## config.mk

```make
export PLATFORM = sky130hd
export DESIGN_NAME = lce_rule
export DESIGN_NICKNAME = d
export VERILOG_FILES = /design/src/rtl/lce_pkg.sv /design/src/rtl/lce_rule.sv
export SDC_FILE = /design/constraint.sdc
export NUM_CORES = 1
export LEC_CHECK = 0
export ABC_AREA = 1
export BUFFER_PORTS_ARGS = -buffer_cell sky130_fd_sc_hd__buf_2
export CAP_MARGIN = 5
export CORE_AREA = 4 4 41 43
export DETAILED_ROUTE_END_ITERATION = 10
export DIE_AREA = 0 0 45 47
export PLACE_DENSITY = 0.41
export RECOVER_POWER = 50
export SYNTH_ARGS = -nofsm -noshare
export SYNTH_HDL_FRONTEND = slang
export SYNTH_SLANG_ARGS = --single-unit
```

## constraint.sdc

```tcl
create_clock -name vclk -period 3.55
set_clock_uncertainty 0.05 [all_clocks]
set_input_delay 0.71 -clock vclk [all_inputs]
set_output_delay 0.71 -clock vclk [all_outputs]
set_load 0.01 [all_outputs]
```

## src/rtl/lce_pkg.sv

```systemverilog
`timescale 1ns / 1ps
`default_nettype none

package lce_pkg;

	// payload widths
	localparam int OP_W        = 2;
	localparam int ROW_W       = 7;
	localparam int COL_W       = 8;
	localparam int ROWS_USED_W = 8;
	localparam int COLS_USED_W = 9;
	localparam int CFG_ADDR_W  = 1;
	localparam int CFG_DATA_W  = 9;

	// default grid bounds
	localparam int MAX_ROWS_DEF = 128;
	localparam int MAX_COLS_DEF = 256;

	// register reset values
	localparam logic [ROWS_USED_W-1:0] ROWS_USED_RST = 8'd90;
	localparam logic [COLS_USED_W-1:0] COLS_USED_RST = 9'd160;

	// register indexes
	localparam logic [CFG_ADDR_W-1:0] REG_ROWS_USED = 1'b0;
	localparam logic [CFG_ADDR_W-1:0] REG_COLS_USED = 1'b1;

	// operation codes
	localparam logic [OP_W-1:0] OP_SET  = 2'd0;
	localparam logic [OP_W-1:0] OP_READ = 2'd1;
	localparam logic [OP_W-1:0] OP_STEP = 2'd2;

	// B3/S23 neighbor counts
	localparam logic [3:0] BIRTH_COUNT   = 4'd3;
	localparam logic [3:0] SURVIVE_COUNT = 4'd2;

	// line buffer control
	typedef struct packed {
		logic re;     // read both banks at rd_col
		logic we;     // write one bank at wr_col
		logic wbank;  // bank selected for write
		logic wd;     // write data
	} lb_ctl_t;

endpackage

`default_nettype wire

```

## src/rtl/lce_rule.sv

```systemverilog
`timescale 1ns / 1ps
`default_nettype none

// B3/S23 update of one cell from a 3x3 window.
// Each column is {up, mid, down}; the cell itself is col_c[1].
module lce_rule (
	input  wire  [2:0] col_w,
	input  wire  [2:0] col_c,
	input  wire  [2:0] col_e,
	output logic       alive_next
);
	import lce_pkg::*;

	logic [3:0] count;

	always_comb begin
		count = 4'(col_w[0]) + 4'(col_w[1]) + 4'(col_w[2])
		      + 4'(col_c[0]) + 4'(col_c[2])
		      + 4'(col_e[0]) + 4'(col_e[1]) + 4'(col_e[2]);
		alive_next = (count == BIRTH_COUNT) || (col_c[1] && (count == SURVIVE_COUNT));
	end

endmodule

`default_nettype wire

```

# Word level (Yosys, flattened, before mapping)
# Cells that the tools add are included.
# word_totals
reg_bits	0
inputBits	9
output_inout_bits	1
# op_classes
add_sub_neg	7
n_eq_ne	2
reduce_logical	2
# ops
op	n
$add A4 B1 Y4	4
$eq A4 B2 Y1 const B	2
$add A3 B1 Y4	1
$add A2 B1 Y3	1
$add A1 B1 Y2	1
$logic_and A1 B1 Y1	1
$logic_or A1 B1 Y1	1

# Depth between registers and ports, before layout
# logic_depth
ltp_word	10
depth_mapped	10
ltp_nobuf	10

# Worst setup path after synthesis
# Ideal clock, no wire load.
# synth_path
kind	input -> output
start	input port col_w[0]
end	output port alive_next
t_arrival_ps	3193
slack_ps	-403
stages	9
path_buffers	0
path_cell_list	inv_1 fa_1 fa_1 fa_1 inv_1 ha_1 fa_1 nand3_1 a21oi_1
# synth_via
elab_chain_len	10
# synth_rtl
item	line	text
from (decl)	lce_rule.sv:7	input wire [2:0] col_w,
$add A1 B1 Y2 (*)	lce_rule.sv:17	count = 4'(col_w[0]) + 4'(col_w[1]) + 4'(col_w[2])
$add A2 B1 Y3 (*)	lce_rule.sv:17	
$add A3 B1 Y4 (*)	lce_rule.sv:18	+ 4'(col_c[0]) + 4'(col_c[2])
$add A4 B1 Y4 (*)	lce_rule.sv:18	
$add A4 B1 Y4 (*) (3 in a row)	lce_rule.sv:19	+ 4'(col_e[0]) + 4'(col_e[1]) + 4'(col_e[2]);
$eq A4 B2 Y1	lce_rule.sv:20	alive_next = (count == BIRTH_COUNT) || (col_c[1] && (count == SURVIVE_COUNT));
$logic_and A1 B1 Y1	lce_rule.sv:20	
$logic_or A1 B1 Y1 (*)	lce_rule.sv:20	
to (decl)	lce_rule.sv:10	output logic alive_next
# Mark *: on every way between the ends. The rest lies on a longest branch, timed or not.

# Worst setup path after layout
# Ends and elaborated chain as after synthesis.

==> results.json <==
{
  "status": "finished with violations",
  "violations": "negative setup slack",
  "areaGrowthSynthToFinish_pct": 49.4,
  "start_kind": "input pin",
  "die_h_um": 47,
  "grt_pass1_wl_um": 600,
  "detail-route-antenna-nets": 0,
  "regArea_um2": 0,
  "critPathArrivalTime_ps": 3260,
  "yosysUniqueCellTypes": 6,
  "fmax_mhz": 249,
  "wirelength_um": 298,
  "hpwlAfterDp_um": 297,
  "synth_seq_area_share_pct": 0,
  "finalWorstSetupSlack_ps": -467,
  "finalCritPeriodShare_pct": 113,
  "flops_and_latches": 0,
  "leakagePower_nw": 0.186,
  "gp_congestion": 0.596,
  "rsz0062_at_grt": "true",
  "synth_cells": 28,
  "overflow": 0,
  "slew_headroom_pct": 93.1,
  "port_buffers": 10,
  "dp.cells": 53,
  "rows": 13,
  "stdcell_count": 54,
  "path_max_fanout": 2,
  "tightest_slew_ps": 103,
  "synth_nets": 44,
  "cp-end-kind": "output port",
  "cts_hold_buf": 0,
  "routedWlPerCell_um": 5.52,
  "max_cap_violations": 0,
  "drcViolationCount": 0,
  "num_io_pins": 10,
  "die_w_um": 45,
  "first_pass_iters": 1,
  "num_vias": 178,
  "fin_nets": 57,
  "grt_pass1_vias": 172,
  "num-fill-cells": 157,
  "fin_worst_hold_slack_ps": 1790,
  "fin_crit_ps": 4020,
  "syn_area_um2": 200,
  "mostFrequentLayoutCells": "13 x inv_1, 8 x buf_2, 4 x fa_1",
  "antenna_cells": 0,
  "synth_warnings": 0,
  "multi_input_area_um2": 150,
  "drv_slew": 0,
  "min_path_type": "input pin to output port",
  "gr-usage-all-layers_pct": 3.48,
  "avgSynthCellArea_um2": 7.15,
  "vdd_ir_drop_max_mv": 0.0412,
  "path_class": "input pin to output port",
  "n_clock_buffer": 0,
  "final_common_cell": "inv_1",
  "vias_per_cell": 3.30,
  "dieArea_um2": 2120,
  "initial_core_util_pct": 15.4,
  "power_mw": 0.0698,
  "drt_iter0_markers": 0,
  "grt_max_degree": 3,
  "core_um2": 1300,
  "antenna_found_initial": 0,
  "setup_viol": 1,
  "power_density_nw_per_um2": 233,
  "final_hold_viol_count": 0,
  "required_ps": 2790,
  "drive_gt1_share_pct": 38.5
}
-- kinds of logic (layout without fill, tap and decap cells) --
logic type,Yosys count,in the layout,share of synthesized area (%)
fa+ha+maj,7,7,58.8
simple gates,5,5,10.6
compound gates,1,1,2.50
buf+inv,15,26,28.1
-- layer usage --
metal | global-route usage (%) | up-vias | share of wire (%)
li1 | - | 97 | -
met1 | 4.57 | 78 | 36
met2 | 6.78 | 3 | 58
met3 | 0 | 0 | 5.7
met4 | 0 | 0 | 0
met5 | 0 | - | 0
-- where the power goes --
group	switching, mW	internal [mW]	leakage, nW	total (mW)
combinational	0.0353	0.0344	0.186	0.0698
sequential	0	0	0	0
clock	0	0	0	0
total	0.0353	0.0344	0.186	0.0698
-- cells in the mapped netlist --
| master | count | share of area (%) |
|---|---|---|
| a21oi_1 | 1 | 2.5 |
| fa_1 | 4 | 40 |
| ha_1 | 3 | 19 |
| inv_1 | 15 | 28 |
| nand2_1 | 3 | 5.6 |
| nand3_1 | 2 | 5.0 |
-- area by class of cell --
class	count	share of cell area, %
multi-input combinational	13	50.2
timing repair buffer	11	22.2
inverter	15	21.3
tap	15	6.28
-- path summary, 6_finish.rpt --
| path | startpoint | end | slack (ps) | cells past startpoint |
|---|---|---|---|---|
| worst max-delay path | col_w[0] | alive_next | -470 | 11 |
| worst min-delay path | col_c[1] | alive_next | 1790 | 6 |
-- worst max-delay path, cell delays in order --
cell	delay, ps
buf_6	70
inv_2	30
fa_1	540
fa_1	420
fa_1	490
inv_1	40
ha_2	170
fa_1	470
nand3_1	80
a21oi_2	100
buf_2	130
-- what timing repair did --
action | in CTS | in global routing
setup endpoints to repair | 1 | 1
setup buffers | 1 | 0
pin swaps | 4 | 0
resized for setup | 3 | 0
-- through the flow --
step	util, %	worst slack (ps)	area [µm²]	setup TNS [ps]
after global placement	21.7	-633	283	-633
after detailed placement	21.7	-627	283	-627
after floorplan	-	-332	214	-332
after CTS	23.0	-488	299	-488
after global routing	23.0	-612	299	-612
final	23.0	-467	299	-467
Note: power is estimated with default switching activity, not from simulation.
