File: src/rtl/lce_pkg.sv
`timescale 1ns / 1ps
`default_nettype none

package lce_pkg;

	// payload widths
	localparam int OP_W        = 2;
	localparam int ROW_W       = 7;
	localparam int COL_W       = 8;
	localparam int ROWS_USED_W = 8;
	localparam int COLS_USED_W = 9;
	localparam int CFG_ADDR_W  = 1;
	localparam int CFG_DATA_W  = 9;

	// default grid bounds
	localparam int MAX_ROWS_DEF = 128;
	localparam int MAX_COLS_DEF = 256;

	// register reset values
	localparam logic [ROWS_USED_W-1:0] ROWS_USED_RST = 8'd90;
	localparam logic [COLS_USED_W-1:0] COLS_USED_RST = 9'd160;

	// register indexes
	localparam logic [CFG_ADDR_W-1:0] REG_ROWS_USED = 1'b0;
	localparam logic [CFG_ADDR_W-1:0] REG_COLS_USED = 1'b1;

	// operation codes
	localparam logic [OP_W-1:0] OP_SET  = 2'd0;
	localparam logic [OP_W-1:0] OP_READ = 2'd1;
	localparam logic [OP_W-1:0] OP_STEP = 2'd2;

	// B3/S23 neighbor counts
	localparam logic [3:0] BIRTH_COUNT   = 4'd3;
	localparam logic [3:0] SURVIVE_COUNT = 4'd2;

	// line buffer control
	typedef struct packed {
		logic re;     // read both banks at rd_col
		logic we;     // write one bank at wr_col
		logic wbank;  // bank selected for write
		logic wd;     // write data
	} lb_ctl_t;

endpackage

`default_nettype wire

File: src/rtl/lce_line_buf.sv
`timescale 1ns / 1ps
`default_nettype none

// Two-row store of old cell values, one bank per row parity.
module lce_line_buf #(
	parameter int MAX_COLS = lce_pkg::MAX_COLS_DEF
) (
	input  wire                          clk,
	input  lce_pkg::lb_ctl_t             ctl,
	input  wire  [$clog2(MAX_COLS)-1:0]  rd_col,
	input  wire  [$clog2(MAX_COLS)-1:0]  wr_col,
	output logic                         bank0_q,
	output logic                         bank1_q
);
	import lce_pkg::*;

	logic bank0 [MAX_COLS];
	logic bank1 [MAX_COLS];

	always_ff @(posedge clk) begin
		if (ctl.we && !ctl.wbank) begin
			bank0[wr_col] <= ctl.wd;
		end
		if (ctl.re) begin
			bank0_q <= bank0[rd_col];
		end
	end

	always_ff @(posedge clk) begin
		if (ctl.we && ctl.wbank) begin
			bank1[wr_col] <= ctl.wd;
		end
		if (ctl.re) begin
			bank1_q <= bank1[rd_col];
		end
	end

endmodule

`default_nettype wire

File: config.mk
export PLATFORM = sky130hd
export DESIGN_NAME = lce_line_buf
export DESIGN_NICKNAME = d
export VERILOG_FILES = /design/src/rtl/lce_pkg.sv /design/src/rtl/lce_line_buf.sv
export SDC_FILE = /design/constraint.sdc
export NUM_CORES = 1
export LEC_CHECK = 0
export BUFFER_PORTS_ARGS = -buffer_cell sky130_fd_sc_hd__buf_2
export CORE_MARGIN = 2
export CORE_UTILIZATION = 45
export DETAILED_ROUTE_END_ITERATION = 10
export HOLD_SLACK_MARGIN = 0.1
export PLACE_DENSITY_LB_ADDON = 0.2
export SLEW_MARGIN = 20
export SYNTH_ARGS = -nofsm -noshare
export SYNTH_HDL_FRONTEND = slang
export SYNTH_SLANG_ARGS = --single-unit
File: constraint.sdc
create_clock -name clk -period 5.23 [get_ports clk]
set_clock_uncertainty 0.1 [all_clocks]
set_input_delay 0.523 -clock clk [delete_from_list [all_inputs] [get_ports clk]]
set_output_delay 0.523 -clock clk [all_outputs]
set_load 0.005 [all_outputs]
Yosys cells after proc, flatten, opt, wreduce, memory -nomap -nowiden
Memory sizes are Yosys's and may differ from the RTL's. A register that Yosys moved wholly into a read port is not among the register bits.
Index checks and enable logic that the tools add are counted.
W data, S select, Z words.
{"block": "totals", "regBits": 0, "ramBits": 512, "inputBits": 21, "output_inout_bits": 2, "wordCells": 9, "memories": 2}
{"name": "bank0", "depth": 256, "width": 1, "rd": 1, "rd_ports_with_merged_regs": 1, "wr": 1, "line_no": "lce_line_buf.sv:17", "source": "logic bank0 [MAX_COLS];"}
{"name": "bank1", "depth": 256, "width": 1, "rd": 1, "rd_ports_with_merged_regs": 1, "wr": 1, "line_no": "lce_line_buf.sv:18", "source": "logic bank1 [MAX_COLS];"}
{"block": "op_classes", "mux": 4, "n_reduce_logical": 3}
{"op": "$mux W1", "count": 4}
{"op": "$logic_and A1 B1 Y1", "count": 2}
{"op": "$logic_not A1 Y1", "count": 1}

Logic depth before layout (Yosys ltp)
{"block": "depth", "depth_word": 4, "ltp_mapped": 10}

Least setup slack after synthesis
OpenSTA, ideal clock, no wires.
{"block": "synth_path", "path_type": "input to register", "start": "input rd_col[0]", "end": "register bank0_q, read port of bank0, data pin", "arrival_time_ns": 2.110, "t_required_ns": 4.868, "setup_slack_ns": 2.758, "path_stages": 8, "n_path_buf": 2, "path_cell_list": "buf_6 buf_6 mux4_1 mux2_2 o221ai_1 o311ai_1 a211oi_1 nor4_1"}
{"element": "start, declared", "line_no": "lce_line_buf.sv:10", "source": "input wire [$clog2(MAX_COLS)-1:0] rd_col,"}
{"element": "end, declared", "line_no": "lce_line_buf.sv:12", "source": "output logic bank0_q,"}

==> flow_summary_export.csv <==
group,metric,value,unit
outcome,outcome,"finished clean",
worst_setup_path,slowest_stage,"nand3b_1",
global_route,grt_busiest_layer,"met2",
cts,clockBufferDepth,3,
floorplanning,core_area,0.04915,mm2
yosys,syn_area,0.02253,mm2
sta,rsz0062_at_grt,"no",
cts,htree_levels,2,
hold_path,min_from,"wr_col[1]",
cts,cts-buffers-inserted,53,
placed_design,place_hpwl,31640,um
cts,clkTransAtPathRegs,0.06,ns
yosys,yosysWarnings,0,
detailed_routing,drt_pass1_iterations,7,
detailed_routing,wl_per_cell,25.01,um
sta,fmaxAchievable,321.3,MHz
worst_setup_path,critical_path_class,"input pin to flop",
cts,cts_tree,"done",
worst_setup_path,crit_arrival,3.43,ns
pwr,total_leakage_power,0.007547,uW
floorplanning,std_cell_rows,81,
detailed_routing,drc_errors,0,
global_route,antenna_found_initial,0,
layout,nets,1596,
floorplanning,die_h,227.7,um
floorplanning,ios,23,
worst_setup_path,required,5.55,ns
yosys,syn_avg_cell_area,14.03,um2
pwr,p_switching,1862,uW
worst_setup_path,rr_worst_depth,6,
worst_setup_path,worst_setup_path_start_kind,"input pin",
global_route,grt_util_met3,3.609,%
cts,cts_root_buffer,"clkbuf_16",
yosys,synth_fp_nets,1627,
yosys,yosysSeqAreaShare,68.52,%
detailed_routing,avgViaCountPerCell,5.917,
global_route,grt_util_met1,31.52,%
sta,fin_crit_sh,59.51,%
floorplanning,start_util,45.83,%
detailed_routing,dr_total_vias,13479,
sta,hold_viol,0,
sta,worst_slew_pin_slew,1.117,ns
pwr,internal-power,6576,uW
yosys,ys_types,37,
cts,clk_latency,0.59,ns
global_route,grt_max_degree,218,
worst_setup_path,critical_path.top_delay_family,"simple AND/OR/NAND/NOR gates",
sta,setup_slack,2.118,ns
yosys,synthCells,1606,
yosys,yosysMostFrequentCell,"nor2_1",
placed_design,post_dp_cell_area,0.02307,mm2
global_route,overflow,0,
worst_setup_path,reg2reg_to,"bank1_q$_DFFE_PP_",
global_route,grt_pass1_vias,13174,
sta,fin_hold_ws,0.2772,ns
layout,final_area,0.02465,mm2
layout,drive_gt1_share,11.83,%
sta,setup-violations-final,0,
pwr,power_frac_seq,53.8,%
sta,finalMaxSlewViolations,0,
pwr,vdd.ir_drop.worst,0.2488,mV
cts,ctsResizeCount,0,
detailed_routing,drtIter0Drc,1520,
worst_setup_path,path_buf_inv,1,
pwr,total_power,8439,uW
worst_setup_path,crit_end,"bank1_q$_DFFE_PP_",
yosys,synth_edf_count,514,
layout,fillerInstances,4197,
sta,fin_crit,3.112,ns
pwr,power_per_cell_area,342.4,mW/mm2
detailed_routing,ant_nets,0,
worst_setup_path,reg2reg_from,"bank1[122]$_DFFE_PP_",
yosys,synthTopCellsByArea,"edfxtp_1 69%, nor2_1 8.7%, mux4_2 5.2%, mux2i_1 5.2%, mux4_1 2.3%",
yosys,synthArstFlopShare,0,%
global_route,grt_pass1_wl,84930,um
yosys,synthTopCellsByCount,"525 x nor2_1, 514 x edfxtp_1, 116 x mux2i_1",
cts,cts_sinks,514,
worst_setup_path,worst-path-stages,7,
layout,insertedDiodeCount,0,
worst_setup_path,critPathMaxFanout,22,
floorplanning,die_w,227.7,um
yosys,synth_top_area_share,68.52,%
pwr,swShare,22.07,%
detailed_routing,wl,56980,um
sta,setup_tns,0,ns
cts,cts_setup_buffers,0,
run,maxCapViolations,0,
yosys,ys_seq_elements,514,
worst_setup_path,cp-startpoint,"rd_col[1]",
worst_setup_path,regToRegSetupSlack,2.82,ns
placed_design,post-place-ws,1.539,ns
layout,area_delta_synth_final,9.426,%
cts,ctsHoldBuffers,1,
hold_path,hold_class,"input pin to flop",
sta,maxSlewHeadroom,25.34,%
pwr,p_comb_share,5.5,%
yosys,synth_top_area_cell,"edfxtp_1",
worst_setup_path,worstSetupEndpointType,"flop",
floorplanning,dieArea,0.05186,mm2
global_route,use_met2,34.59,%
pwr,clkPwrFrac,40.7,%
yosys,synth-main-ff-cell,"edfxtp_1",
worst_setup_path,path_cells,"buf_2, nand3b_1, o221ai_1, a221oi_1, o21ai_0, a31oi_1, nor4_1",
placed_design,port_buffers,22,
global_route,groute.usage.overall,21.96,%
placed_design,gp_congestion,0.8188,
worst_setup_path,cpPeakStageDelay,0.91,ns
## area by class of cell
cell class	instances	area (um2)	share of cell area, %
sequential	514	15430	62.62
multi-input combinational	952	6430	26.09
clock buffer	66	1375	5.579
tap	664	830.8	3.371
timing repair buffer	50	412.9	1.675
clock inverter	28	150.1	0.6091
inverter	4	15.01	0.06091
## sequential cells by signal, indices dropped and copies added, names as in the netlist
| signal | flops |
|---|---|
| bank0 | 256 |
| bank1 | 256 |
| bank0_q | 1 |
| bank1_q | 1 |
## per-layer routing
layer / share of wire (%) / vias to the layer above
li1: - / 5873
met1: 44 / 7037
met2: 47 / 474
met3: 6.7 / 95
met4: 2.3 / 0
met5: 0 / -
## layout by cell type (no fill, tap or decap), types with 13 or more instances in the layout
cell       count
nor2_1       525
edfxtp_1     514
mux2i_1      116
clkbuf_16     53
mux4_2        52
nand2_1       44
o221ai_1      40
buf_4         22
mux4_1        20
buf_2         20
clkinv_1      19
nor2b_1       16
a21oi_1       16
clkbuf_1      13
## tightest hold or removal path, delay by kind of cell
kind | cells | cell delay (ns)
and+or+nand+nor | 2 | 0.13
buffers and inverters | 1 | 0.15
## power by group through the flow
stage | Clock (uW) | Sequential, uW | Combinational (uW)
detailed placement | 0 | 4630 | 460
CTS | 3490 | 4540 | 462
finish | 3430 | 4540 | 465
floorplan | 0 | 4630 | 274
global placement | 0 | 4630 | 454
global route | 3650 | 4540 | 494
## logic make-up after synthesis
kind of cell	count (synthesis)	share of synthesized area (%)
AO/OA/AOI/OAI	114	3.788
AND/OR/NAND/NOR	640	11.25
flip-flops	514	68.52
buffers and inverters	140	3.255
multiplexers	198	13.19
## worst min path at each step
stage	end	slack, ns	cells after the start
6_report	bank0[19]$_DFFE_PP_	0.28	3
2_1_floorplan	bank0[0]$_DFFE_PP_	0.52	0
5_1_grt	bank0[19]$_DFFE_PP_	0.27	3
4_1_cts	bank0[19]$_DFFE_PP_	0.25	3
3_3_place_gp	bank1_q$_DFFE_PP_	0.71	1
3_5_place_dp	bank1_q$_DFFE_PP_	0.71	1
## stage by stage
stage,instances,util [%]
floorplan,1606,-
global placement,2182,46.93
detailed placement,2182,46.93
CTS,2277,50.05
global route,2278,50.15
finish,2278,50.15
Note: power is estimated with default switching activity, not from simulation.
